**src/rtl/core/imp_pkg.sv**
```systemverilog
// ----------------------------------------------------------------------------
// imp_pkg
// Shared widths, limits, status codes and the line command for the
// mean power estimator.
// ----------------------------------------------------------------------------
package imp_pkg;

    localparam int SAMPLE_W   = 8;
    localparam int SQ_W       = 2 * SAMPLE_W + 1;   // I*I + Q*Q
    localparam int CNT_W      = 15;                 // byte_count register
    localparam int PAIRS_W    = CNT_W - 1;          // pair count, pairs seen
    localparam int SUM_W      = 31;                 // energy sum
    localparam int FRAC_W     = 8;
    localparam int POWER_W    = 25;
    localparam int DIVIDEND_W = SUM_W + FRAC_W;
    localparam int STEP_W     = $clog2(DIVIDEND_W);

    localparam logic [CNT_W-1:0] BYTE_COUNT_RESET = 15'd16384;
    localparam logic [16:0]      MAX_PAIRS        = 17'd8192;

    localparam int LQ_DEPTH = 2;
    localparam int LQ_PTR_W = (LQ_DEPTH > 1) ? $clog2(LQ_DEPTH) : 1;
    localparam int LQ_CNT_W = $clog2(LQ_DEPTH + 1);

    localparam logic STATUS_OK        = 1'b0;
    localparam logic STATUS_RANGE_ERR = 1'b1;

    typedef struct packed {
        logic               err;
        logic [SUM_W-1:0]   total;
        logic [PAIRS_W-1:0] npairs;
    } t_line_cmd;

endpackage

```
**src/rtl/core/imp_front.sv**
```systemverilog
// ----------------------------------------------------------------------------
// imp_front
// Holds byte_count, accumulates I*I+Q*Q per pair and issues a line command
// when a line completes or the pair count is out of range.
// ----------------------------------------------------------------------------
module imp_front #(
    parameter logic [16:0] MAX_PAIRS = imp_pkg::MAX_PAIRS
) (
    input  logic                              i_clk,
    input  logic                              i_rst_n,
    input  logic                              i_cfg_valid,
    output logic                              o_cfg_ready,
    input  logic [imp_pkg::CNT_W-1:0]         i_cfg_byte_count,
    input  logic                              i_in_valid,
    output logic                              o_in_ready,
    input  logic [imp_pkg::SAMPLE_W-1:0]      i_i_sample,
    input  logic [imp_pkg::SAMPLE_W-1:0]      i_q_sample,
    input  logic                              i_lq_full,
    output logic                              o_push,
    output imp_pkg::t_line_cmd                o_cmd
);

    logic [imp_pkg::CNT_W-1:0]      r_byte_count;
    logic [imp_pkg::SUM_W-1:0]      r_energy_sum;
    logic [imp_pkg::SUM_W-1:0]      n_energy_sum;
    logic [imp_pkg::PAIRS_W-1:0]    r_pairs_seen;
    logic [imp_pkg::PAIRS_W-1:0]    n_pairs_seen;

    logic [imp_pkg::PAIRS_W-1:0]    w_npairs;
    logic                           w_bad;
    logic [2*imp_pkg::SAMPLE_W-1:0] w_i_sq;
    logic [2*imp_pkg::SAMPLE_W-1:0] w_q_sq;
    logic [imp_pkg::SQ_W-1:0]       w_energy;
    logic [imp_pkg::SUM_W-1:0]      w_total;
    logic [imp_pkg::PAIRS_W:0]      w_seen;
    logic                           w_line_end;
    logic                           w_accept;

    assign o_cfg_ready = 1'b1;
    assign o_in_ready  = !i_lq_full;
    assign w_accept    = i_in_valid && !i_lq_full;

    assign w_npairs = r_byte_count[imp_pkg::CNT_W-1:1];
    assign w_bad    = (w_npairs == '0) ||
                      ({3'b000, w_npairs} > MAX_PAIRS);

    assign w_i_sq   = i_i_sample * i_i_sample;
    assign w_q_sq   = i_q_sample * i_q_sample;
    assign w_energy = {1'b0, w_i_sq} + {1'b0, w_q_sq};
    // the sum never exceeds 16383 full-scale pairs, so SUM_W bits hold it
    assign w_total  = r_energy_sum + imp_pkg::SUM_W'(w_energy);
    assign w_seen   = {1'b0, r_pairs_seen} + 1'b1;
    assign w_line_end = (w_seen >= {1'b0, w_npairs});

    assign o_push       = w_accept && (w_bad || w_line_end);
    assign o_cmd.err    = w_bad;
    assign o_cmd.total  = w_total;
    assign o_cmd.npairs = w_npairs;

    always_comb begin
        n_energy_sum = r_energy_sum;
        n_pairs_seen = r_pairs_seen;
        if (w_accept) begin
            if (w_bad || w_line_end) begin
                n_energy_sum = '0;
                n_pairs_seen = '0;
            end else begin
                n_energy_sum = w_total;
                n_pairs_seen = w_seen[imp_pkg::PAIRS_W-1:0];
            end
        end
    end

    always_ff @(posedge i_clk) begin
        if (!i_rst_n) begin
            r_byte_count <= imp_pkg::BYTE_COUNT_RESET;
            r_energy_sum <= '0;
            r_pairs_seen <= '0;
        end else begin
            if (i_cfg_valid) begin
                r_byte_count <= i_cfg_byte_count;
            end
            r_energy_sum <= n_energy_sum;
            r_pairs_seen <= n_pairs_seen;
        end
    end

endmodule

```
**src/rtl/core/imp_queue.sv**
```systemverilog
// ----------------------------------------------------------------------------
// imp_queue
// Short FIFO of line commands between the accumulator and the divider.
// ----------------------------------------------------------------------------
module imp_queue (
    input  logic                i_clk,
    input  logic                i_rst_n,
    input  logic                i_push,
    input  imp_pkg::t_line_cmd  i_cmd,
    input  logic                i_pop,
    output imp_pkg::t_line_cmd  o_cmd,
    output logic                o_full,
    output logic                o_empty
);

    imp_pkg::t_line_cmd               r_mem [imp_pkg::LQ_DEPTH];
    logic [imp_pkg::LQ_PTR_W-1:0]     r_wr_ptr;
    logic [imp_pkg::LQ_PTR_W-1:0]     r_rd_ptr;
    logic [imp_pkg::LQ_CNT_W-1:0]     r_count;

    function automatic logic [imp_pkg::LQ_PTR_W-1:0] ptr_inc(
        input logic [imp_pkg::LQ_PTR_W-1:0] ptr
    );
        if (ptr == imp_pkg::LQ_PTR_W'(imp_pkg::LQ_DEPTH - 1)) begin
            return '0;
        end
        return ptr + 1'b1;
    endfunction

    assign o_full  = (r_count == imp_pkg::LQ_CNT_W'(imp_pkg::LQ_DEPTH));
    assign o_empty = (r_count == '0);
    assign o_cmd   = r_mem[r_rd_ptr];

    always_ff @(posedge i_clk) begin
        if (i_push) begin
            r_mem[r_wr_ptr] <= i_cmd;
        end
    end

    always_ff @(posedge i_clk) begin
        if (!i_rst_n) begin
            r_wr_ptr <= '0;
            r_rd_ptr <= '0;
            r_count  <= '0;
        end else begin
            if (i_push) begin
                r_wr_ptr <= ptr_inc(r_wr_ptr);
            end
            if (i_pop) begin
                r_rd_ptr <= ptr_inc(r_rd_ptr);
            end
            if (i_push && !i_pop) begin
                r_count <= r_count + 1'b1;
            end else if (i_pop && !i_push) begin
                r_count <= r_count - 1'b1;
            end
        end
    end

endmodule

```
**src/rtl/core/imp_back.sv**
```systemverilog
// ----------------------------------------------------------------------------
// imp_back
// Takes line commands, divides sum*256 by the pair count one quotient bit
// per cycle, saturates and presents the result in an output register.
// ----------------------------------------------------------------------------
module imp_back (
    input  logic                              i_clk,
    input  logic                              i_rst_n,
    input  imp_pkg::t_line_cmd                i_cmd,
    input  logic                              i_lq_empty,
    output logic                              o_pop,
    output logic                              o_out_valid,
    input  logic                              i_out_ready,
    output logic [imp_pkg::POWER_W-1:0]       o_power_q8,
    output logic                              o_status
);

    typedef enum logic [1:0] {
        S_IDLE,
        S_DIV,
        S_HOLD
    } t_state;

    t_state                            r_state;
    logic [imp_pkg::DIVIDEND_W-1:0]    r_quo;      // dividend in, quotient out
    logic [imp_pkg::PAIRS_W-1:0]       r_rem;
    logic [imp_pkg::PAIRS_W-1:0]       r_div;
    logic [imp_pkg::STEP_W-1:0]        r_step;
    logic                              r_err;
    logic                              r_out_valid;
    logic [imp_pkg::POWER_W-1:0]       r_power;
    logic                              r_status;

    logic [imp_pkg::PAIRS_W:0]         w_rem_sh;
    logic                              w_ge;
    logic [imp_pkg::PAIRS_W:0]         w_rem_sub;
    logic                              w_slot_free;
    logic                              w_sat;

    assign o_pop       = (r_state == S_IDLE) && !i_lq_empty;
    assign o_out_valid = r_out_valid;
    assign o_power_q8  = r_power;
    assign o_status    = r_status;

    assign w_rem_sh    = {r_rem, r_quo[imp_pkg::DIVIDEND_W-1]};
    assign w_ge        = (w_rem_sh >= {1'b0, r_div});
    assign w_rem_sub   = w_rem_sh - {1'b0, r_div};
    assign w_slot_free = !r_out_valid || i_out_ready;
    assign w_sat       = (r_quo[imp_pkg::DIVIDEND_W-1:imp_pkg::POWER_W] != '0);

    always_ff @(posedge i_clk) begin
        if (!i_rst_n) begin
            r_state     <= S_IDLE;
            r_out_valid <= 1'b0;
            r_step      <= '0;
            r_err       <= 1'b0;
        end else begin
            // drop the result once taken, unless the hold state replaces it
            if (r_out_valid && i_out_ready && (r_state != S_HOLD)) begin
                r_out_valid <= 1'b0;
            end
            unique case (r_state)
                S_IDLE: begin
                    if (!i_lq_empty) begin
                        r_err <= i_cmd.err;
                        r_quo <= {i_cmd.total, imp_pkg::FRAC_W'(0)};
                        r_rem <= '0;
                        r_div <= i_cmd.npairs;
                        r_step <= imp_pkg::STEP_W'(imp_pkg::DIVIDEND_W - 1);
                        r_state <= i_cmd.err ? S_HOLD : S_DIV;
                    end
                end
                S_DIV: begin
                    r_quo <= {r_quo[imp_pkg::DIVIDEND_W-2:0], w_ge};
                    r_rem <= w_ge ? w_rem_sub[imp_pkg::PAIRS_W-1:0]
                                  : w_rem_sh[imp_pkg::PAIRS_W-1:0];
                    if (r_step == '0) begin
                        r_state <= S_HOLD;
                    end else begin
                        r_step <= r_step - 1'b1;
                    end
                end
                S_HOLD: begin
                    // hold until the output register is free
                    if (w_slot_free) begin
                        r_out_valid <= 1'b1;
                        if (r_err) begin
                            r_power  <= '0;
                            r_status <= imp_pkg::STATUS_RANGE_ERR;
                        end else begin
                            r_power  <= w_sat ? '1
                                              : r_quo[imp_pkg::POWER_W-1:0];
                            r_status <= imp_pkg::STATUS_OK;
                        end
                        r_state <= S_IDLE;
                    end
                end
                default: begin
                    r_state <= S_IDLE;
                end
            endcase
        end
    end

endmodule

```
**src/rtl/core/iq_mean_power_estimator.sv**
```systemverilog
// ----------------------------------------------------------------------------
// iq_mean_power_estimator
// Mean I/Q power over one range line, unsigned Q8 result with status.
// ----------------------------------------------------------------------------
//  channel   handshake                   payload
//  config    i_cfg_valid / o_cfg_ready   i_cfg_byte_count
//  input     i_in_valid  / o_in_ready    i_i_sample, i_q_sample
//  output    o_out_valid / i_out_ready   o_power_q8, o_status
//
//  The accumulator takes one pair per cycle; ready drops only while the
//  two-entry line command queue is full.
//  Each line end has the divider load the command, produce 39 quotient
//  bits, one per cycle, and then write the output; out-of-range requests
//  skip the division.
//  Reset is synchronous, active low; byte_count returns to 16384.
//  A stalled output holds the divider, which then fills the queue and
//  stalls the input.
// ----------------------------------------------------------------------------
module iq_mean_power_estimator #(
    parameter logic [16:0] MAX_PAIRS = imp_pkg::MAX_PAIRS
) (
    input  logic                              i_clk,
    input  logic                              i_rst_n,
    input  logic                              i_cfg_valid,
    output logic                              o_cfg_ready,
    input  logic [imp_pkg::CNT_W-1:0]         i_cfg_byte_count,
    input  logic                              i_in_valid,
    output logic                              o_in_ready,
    input  logic [imp_pkg::SAMPLE_W-1:0]      i_i_sample,
    input  logic [imp_pkg::SAMPLE_W-1:0]      i_q_sample,
    output logic                              o_out_valid,
    input  logic                              i_out_ready,
    output logic [imp_pkg::POWER_W-1:0]       o_power_q8,
    output logic                              o_status
);

    logic               w_push;
    logic               w_pop;
    logic               w_full;
    logic               w_empty;
    imp_pkg::t_line_cmd w_push_cmd;
    imp_pkg::t_line_cmd w_head_cmd;

    imp_front #(
        .MAX_PAIRS (MAX_PAIRS)
    ) u_front (
        .i_clk            (i_clk),
        .i_rst_n          (i_rst_n),
        .i_cfg_valid      (i_cfg_valid),
        .o_cfg_ready      (o_cfg_ready),
        .i_cfg_byte_count (i_cfg_byte_count),
        .i_in_valid       (i_in_valid),
        .o_in_ready       (o_in_ready),
        .i_i_sample       (i_i_sample),
        .i_q_sample       (i_q_sample),
        .i_lq_full        (w_full),
        .o_push           (w_push),
        .o_cmd            (w_push_cmd)
    );

    imp_queue u_queue (
        .i_clk   (i_clk),
        .i_rst_n (i_rst_n),
        .i_push  (w_push),
        .i_cmd   (w_push_cmd),
        .i_pop   (w_pop),
        .o_cmd   (w_head_cmd),
        .o_full  (w_full),
        .o_empty (w_empty)
    );

    imp_back u_back (
        .i_clk       (i_clk),
        .i_rst_n     (i_rst_n),
        .i_cmd       (w_head_cmd),
        .i_lq_empty  (w_empty),
        .o_pop       (w_pop),
        .o_out_valid (o_out_valid),
        .i_out_ready (i_out_ready),
        .o_power_q8  (o_power_q8),
        .o_status    (o_status)
    );

`ifndef ASSERT_OFF
    a_no_push_when_full: assert property (@(posedge i_clk) disable iff (!i_rst_n)
        w_push |-> !w_full)
        else $error("line command pushed into a full queue");

    a_no_pop_when_empty: assert property (@(posedge i_clk) disable iff (!i_rst_n)
        w_pop |-> !w_empty)
        else $error("line command popped from an empty queue");

    a_err_power_zero: assert property (@(posedge i_clk) disable iff (!i_rst_n)
        (o_out_valid && (o_status == imp_pkg::STATUS_RANGE_ERR)) |-> (o_power_q8 == '0))
        else $error("range error result carries nonzero power");
`endif

endmodule
```
**config.mk**
```make
export PLATFORM = sky130hd
export DESIGN_NAME = iq_mean_power_estimator
export DESIGN_NICKNAME = d
export VERILOG_FILES = /design/src/rtl/core/imp_pkg.sv /design/src/rtl/core/imp_front.sv /design/src/rtl/core/imp_queue.sv /design/src/rtl/core/imp_back.sv /design/src/rtl/core/iq_mean_power_estimator.sv
export SDC_FILE = /design/constraint.sdc
export NUM_CORES = 1
export LEC_CHECK = 0
export BUFFER_PORTS_ARGS = -buffer_cell sky130_fd_sc_hd__buf_2
export CORE_MARGIN = 2
export CORE_UTILIZATION = 45
export DETAILED_ROUTE_END_ITERATION = 10
export HOLD_SLACK_MARGIN = 0.1
export SKIP_LAST_GASP = 1
export SYNTH_ARGS = -nofsm -noshare
export SYNTH_HDL_FRONTEND = slang
export SYNTH_SLANG_ARGS = --single-unit
```
**constraint.sdc**
```tcl
create_clock -name i_clk -period 7.91 [get_ports i_clk]
set_clock_uncertainty 0.1 [all_clocks]
set_input_delay 1.582 -clock i_clk [delete_from_list [all_inputs] [get_ports i_clk]]
set_output_delay 1.582 -clock i_clk [all_outputs]
set_load 0.02 [all_outputs]
```
==> results.json, run 1 <==
{
  "status": "complete, no violations",
  "rsz0062_at_grt": "no",
  "cp_common_cell": "fa_1",
  "synth_flop_cell": "edfxtp_1",
  "post_dp_cell_area_um2": 16300,
  "hold_class": "reg -> reg",
  "maxCapViolations": 0,
  "synth-edff-count": 185,
  "ios": 65,
  "dp.final_hpwl_um": 21800,
  "preCtsSetupSlack_ns": 0.284,
  "slowest_delay_ns": 0.59,
  "track_usage": 0.171,
  "crit_path_cell_trace": "buf_2 -> nand2_1 -> fa_1 -> inv_1 -> fa_1 -> fa_1 -> fa_1 -> fa_1 -> inv_1 -> fa_1 -> inv_1 -> ha_1 -> and3_1 -> a22o_2 -> a211oi_2 -> o41ai_4 -> nand4_2 -> or3_1 -> a31oi_1",
  "syn_to_final_growth_pct": 11.1,
  "route.detailed.drc": 0,
  "max_slew_margin": 0.257,
  "synth_cell_type_count": 71,
  "yosysSeqAreaShare": 0.454,
  "fin_util": 0.511,
  "clkSinkCount": 259,
  "ant_nets": 0,
  "power.internal_w": 0.00428,
  "ctsHoldBuffers": 0,
  "start_util": 0.460,
  "worst_slew_pin_slew_ns": 1.12,
  "cts_resized": 0,
  "die_area_um2": 35900,
  "n_fill_cell": 3037,
  "final_max_slew_viol_count": 0,
  "grt_pass1_wl_um": 49900,
  "vias": 9816,
  "grt_overflow_total": 0,
  "cts_root_buf": "clkbuf_16",
  "clkPwrFrac": 0.183,
  "synth_area_per_cell_um2": 11.0,
  "diodes": 0,
  "die_w_um": 190,
  "synthArstFlopShare": 0,
  "netSwitchingFraction": 0.413,
  "worst_setup_path_start_kind": "input port",
  "layout_common_cells": "edfxtp_1 (185), inv_1 (176), nor2_1 (143)",
  "routabilityCongestion": 0.795,
  "die_h_um": 190,
  "setup_slack_ns": 0.862,
  "syn_inst": 1410,
  "clockBufferDepth": 3,
  "power_frac_seq": 0.307,
  "vias_per_cell": 5.09,
  "drt-total-wl_um": 29800,
  "wl_per_cell_um": 15.5,
  "cts_buffers": 27,
  "cp_slowest_cell": "o41ai_4",
  "clk_pin_slew_worst_paths_ns": 0.06,
  "fmax_mhz": 142,
  "port_buffers": 62,
  "final_area_um2": 17200,
  "powerDensity_nw_per_um2": 424,
  "yosysWarnings": 0,
  "reg2reg_setup_slack_ns": 2.99,
  "drtPass1Iterations": 5,
  "worstPathRequired_ns": 8.25,
  "layout_commonest_cell": "edfxtp_1",
  "cts_setup_buffers": 0,
  "synth_nets": 1637,
  "end_kind": "flop",
  "cp.arrival_ns": 7.39,
  "drive_above_1_share": 0.106,
  "cts.htree.levels": 1,
  "fin_nets": 1687,
  "crit_fanout": 11,
  "grt_pass1_vias": 9929,
  "holdWs_ns": 0.413,
  "drt_iter0_markers": 432,
  "hold_viol": 0,
  "ir_drop_mv": 0.343,
  "grt_max_degree": 71,
  "cts_tree": "built",
  "crit_type": "in -> reg",
  "fin_crit_sh": 0.891,
  "synth_area_um2": 15500,
  "num_rows": 67,
  "clock_latency_ns": 0.53,
  "synth_seq_cells": 259,
  "period_needed_ns": 7.05,
  "combPwrFrac": 0.510,
  "setup_viol": 0,
  "p_leak_nw": 7.10,
  "core_area_um2": 33700,
  "tns_ns": 0,
  "power_switching_w": 0.00301,
  "antenna_found_initial": 0
}
-- power by group through the flow --
stage	sequential (W)	clock, W	combinational (W)
finish	0.00224	0.00133	0.00372
global route	0.00228	0.00142	0.00420
CTS	0.00224	0.00136	0.00372
detailed placement	0.00227	0	0.00370
global placement	0.00226	0	0.00364
floorplan	0.00225	0	0.00281
-- per-stage QoR --
stage	total power, W	instances
after floorplan	0.00506	1410
after global placement	0.00589	1879
after detailed placement	0.00597	1879
after CTS	0.00733	1928
after global routing	0.00790	1928
final	0.00729	1928
-- path summary, 6_finish.rpt --
kind | to | from | depth (start not counted)
worst max register to register | u_queue.r_mem[0][37] | u_front.r_energy_sum[6] | 15
worst min-delay path | u_queue.r_mem[1][13] | u_front.r_byte_count[14] | 0
worst max-delay path | u_front.r_energy_sum[30] | i_q_sample[2] | 19
worst min register to register | u_queue.r_mem[1][13] | u_front.r_byte_count[14] | 0
-- per-layer routing --
layer / up-vias / global-route usage / part of all wire
met5: - / 0 / 0
met4: 0 / 0.0355 / 0.013
met3: 32 / 0.0186 / 0.027
met2: 102 / 0.287 / 0.46
met1: 4737 / 0.242 / 0.50
li1: 4945 / - / -
-- worst max-delay path, delay by kind of cell --
kind,cells,cell delay (ns)
adders and majority gates,7,3.57
AOI/OAI and AO/OA,4,0.98
buffers and inverters,4,0.39
and+or+nand+nor,4,0.87
-- cell type report --
class | count | area (um2) | share of cell area
multi-input cells | 920 | 7600 | 0.442
flip-flops and latches | 259 | 7040 | 0.409
clock buffers | 32 | 714 | 0.0415
inverters | 177 | 664 | 0.0386
well taps | 448 | 561 | 0.0326
repair buffers | 75 | 408 | 0.0237
clock inverters | 17 | 226 | 0.0132
-- Yosys cell counts (6+ instances only) --
cell	n	share of area
a211oi_1	6	0.0029
a21o_1	12	0.0058
a21oi_1	45	0.015
a22oi_1	30	0.015
a31oi_1	11	0.0044
and2_1	50	0.020
and3_1	11	0.0044
clkbuf_1	43	0.010
dfxtp_1	74	0.096
edfxtp_1	185	0.36
fa_1	90	0.12
ha_1	101	0.082
inv_1	176	0.043
mux2_2	15	0.011
mux2i_1	52	0.034
nand2_1	88	0.021
nand2b_1	7	0.0028
nand3_1	25	0.0081
nand4_1	15	0.0061
nor2_1	143	0.035
nor2b_1	11	0.0044
nor3_1	16	0.0052
nor4_1	6	0.0024
o21a_1	7	0.0034
o21ai_0	47	0.015
or3_1	7	0.0028
xnor2_1	41	0.023
xor2_1	20	0.011
-- cell families (layout without fill, tap and decap cells) --
| logic type | Yosys count | count (layout) | share of synthesized area |
|---|---|---|---|
| flops | 259 | 259 | 0.454 |
| mux | 67 | 67 | 0.0445 |
| fa+ha+maj | 191 | 191 | 0.198 |
| simple gates | 397 | 397 | 0.122 |
| buf+inv | 231 | 301 | 0.0572 |
| compound gates | 203 | 203 | 0.0896 |
| other cells | 1 | 1 | 0.000242 |
| xor+xnor | 61 | 61 | 0.0345 |
-- state kept, by name, indices dropped and copies added, names as in the netlist, 2 cells and up, named ones only --
signal	flops
u_back.o_power_q8	25
u_back.r_div	14
u_back.r_quo	39
u_back.r_rem	14
u_back.r_state	2
u_back.r_step	6
u_front.r_byte_count	14
u_front.r_energy_sum	31
u_front.r_pairs_seen	14
u_queue.r_count	2
u_queue.r_mem	92
(Power assumes the default switching activity.)
==> run 2: changes to the inputs <==
==> constraint.sdc (replaced) <==
create_clock -name i_clk -period 7.91 [get_ports i_clk]
set_clock_uncertainty 0.1 [all_clocks]
set_input_delay 0.3955 -clock i_clk [delete_from_list [all_inputs] [get_ports i_clk]]
set_output_delay 0.3955 -clock i_clk [all_outputs]
set_load 0.02 [all_outputs]
==> run 2 against run 1 <==
Effect of this change: critical path depth shrank 1; fmax grew 19%; first-iteration DRC count shrank 13%; utilization grew 0.29 points; critical endpoint is now u_queue.r_mem[0][37]; largest cell class unchanged; highest routed layer unchanged.
==> results.json, run 2 (same netlist as run 1, synthesis figures left out) <==
{
  "setup_viol": 0,
  "wl_per_cell_um": 15.3,
  "die_area_um2": 35900,
  "drt_iter0_markers": 378,
  "crit_type": "in -> reg",
  "ir_drop_mv": 0.320,
  "fin_util": 0.514,
  "grt_pass1_wl_um": 49900,
  "max_slew_margin": 0.232,
  "path_delay_family": "adder cells",
  "clock_latency_ns": 0.53,
  "grt_pass1_vias": 9998,
  "reg.largest.list": "u_queue.r_mem x92, u_back.r_quo x39, u_front.r_energy_sum x31",
  "dp_cells": 1877,
  "holdWs_ns": 0.133,
  "powerDensity_nw_per_um2": 416,
  "track_usage": 0.170,
  "cts.htree.levels": 1,
  "path_depth": 18,
  "p_leak_nw": 7.14,
  "layout_common_cells": "edfxtp_1 (185), inv_1 (176), nor2_1 (143)",
  "crit_end": "u_queue.r_mem[0][37]",
  "layout_commonest_cell": "edfxtp_1",
  "worst_slew_pin_slew_ns": 1.15,
  "die_w_um": 190,
  "cts_setup_buffers": 0,
  "rsz0062_at_grt": "no",
  "fin_crit_sh": 0.746,
  "num_rows": 67,
  "routabilityCongestion": 0.814,
  "ant_nets": 0,
  "hold_start": "i_rst_n",
  "vias_per_cell": 5.10,
  "cp_common_cell": "fa_1",
  "finalPower_w": 0.00720,
  "syn_to_final_growth_pct": 11.7,
  "period_needed_ns": 5.90,
  "cp_slowest_cell": "o41a_4",
  "r2r_end": "u_queue.r_mem[0][37]",
  "tns_ns": 0,
  "grt_max_degree": 71,
  "reg2reg_setup_slack_ns": 2.90,
  "r2r-start": "u_front.r_energy_sum[6]",
  "drt-total-wl_um": 29700,
  "antenna_found_initial": 0,
  "maxCapViolations": 0,
  "end_kind": "flop",
  "hold_class": "in -> reg",
  "final_max_slew_viol_count": 0,
  "worst_setup_path_start_kind": "input port",
  "drive_above_1_share": 0.0992,
  "port_buffers": 62,
  "stdcell_count": 1940,
  "worst_r2r_path_depth": 15,
  "top_register": "u_queue.r_mem",
  "cts_root_buf": "clkbuf_16",
  "dp.final_hpwl_um": 21600,
  "start_util": 0.460,
  "die_h_um": 190,
  "slowest_delay_ns": 0.56,
  "worstPathRequired_ns": 8.09,
  "largest_reg_flops": 92,
  "setup.worst_path.start": "i_i_sample[0]",
  "ios": 65,
  "cts_buffers": 27,
  "cts_tree": "built",
  "vias": 9891,
  "core_area_um2": 33700,
  "status": "complete, no violations",
  "fmax_mhz": 169,
  "hold_viol": 0,
  "drtPass1Iterations": 5,
  "crit_path_cell_trace": "buf_2 -> nand2_1 -> fa_1 -> fa_1 -> inv_1 -> fa_1 -> fa_1 -> fa_1 -> inv_1 -> fa_1 -> inv_1 -> ha_1 -> and2_1 -> a221oi_2 -> a21oi_1 -> o41a_4 -> and3_1 -> xor2_1",
  "clockBufferDepth": 3,
  "route.detailed.drc": 0,
  "critPathBufInv": 4,
  "fin_nets": 1700,
  "clkSinkCount": 259,
  "grt_overflow_total": 0,
  "diodes": 0,
  "cp.arrival_ns": 6.08,
  "crit_fanout": 9,
  "clk_pin_slew_worst_paths_ns": 0.06
}
[run 2: cell types whose count changed in the layout (fill, tap and decap cells not counted), sizes merged]
cell	before	now
clkbuf	32	39
buf	75	73
bufinv	5	2
clkinvlp	3	0
dlygate4sd3	0	15
inv	179	178
clkinv	7	6
[run 2: area by class of cell]
class	count	area, um2
sequential	259	7040
clock buffer	39	805
timing repair buffer	88	543
inverter	177	664
multi-input combinational	920	7600
clock inverter	9	97.6
fill	3015	16400
tap	448	561
[run 2: metal layers]
layer,GRT usage,part of all wire,vias up
met1,0.237,0.49,4755
met2,0.287,0.46,147
li1,-,-,4960
met5,0,0,-
met3,0.0207,0.035,29
met4,0.0325,0.012,0
[run 2: power breakdown]
part	internal [W]	switching (W)	total, W
logic	0.00136	0.00232	0.00368
registers	0.00210	0.000143	0.00224
clock network	0.000770	0.000506	0.00128
[run 2: worst min path at each step]
stage | end | slack, ns | cells past startpoint
finish | u_front.r_byte_count[14] | 0.13 | 2
global route | u_front.r_byte_count[14] | 0.12 | 2
CTS | u_front.r_byte_count[14] | 0.10 | 2
detailed placement | u_queue.r_rd_ptr | 0.40 | 2
global placement | u_queue.r_mem[1][13] | 0.39 | 0
floorplan | u_back.o_status | 0.31 | 0
[run 2: per-stage QoR]
step,setup WS (ns),instance area [um2]
3_5_place_dp,1.48,16300
4_1_cts,2.02,17300
5_1_grt,1.69,17300
3_3_place_gp,1.49,16300
6_report,2.01,17300
2_1_floorplan,1.78,15500
[run 2: timing repair]
| action | 4_1_cts | 5_1_grt |
|---|---|---|
| hold buffers | 15 | 0 |
| gates resized for setup | 0 | 0 |
| endpoints found under the hold margin | 15 | 0 |
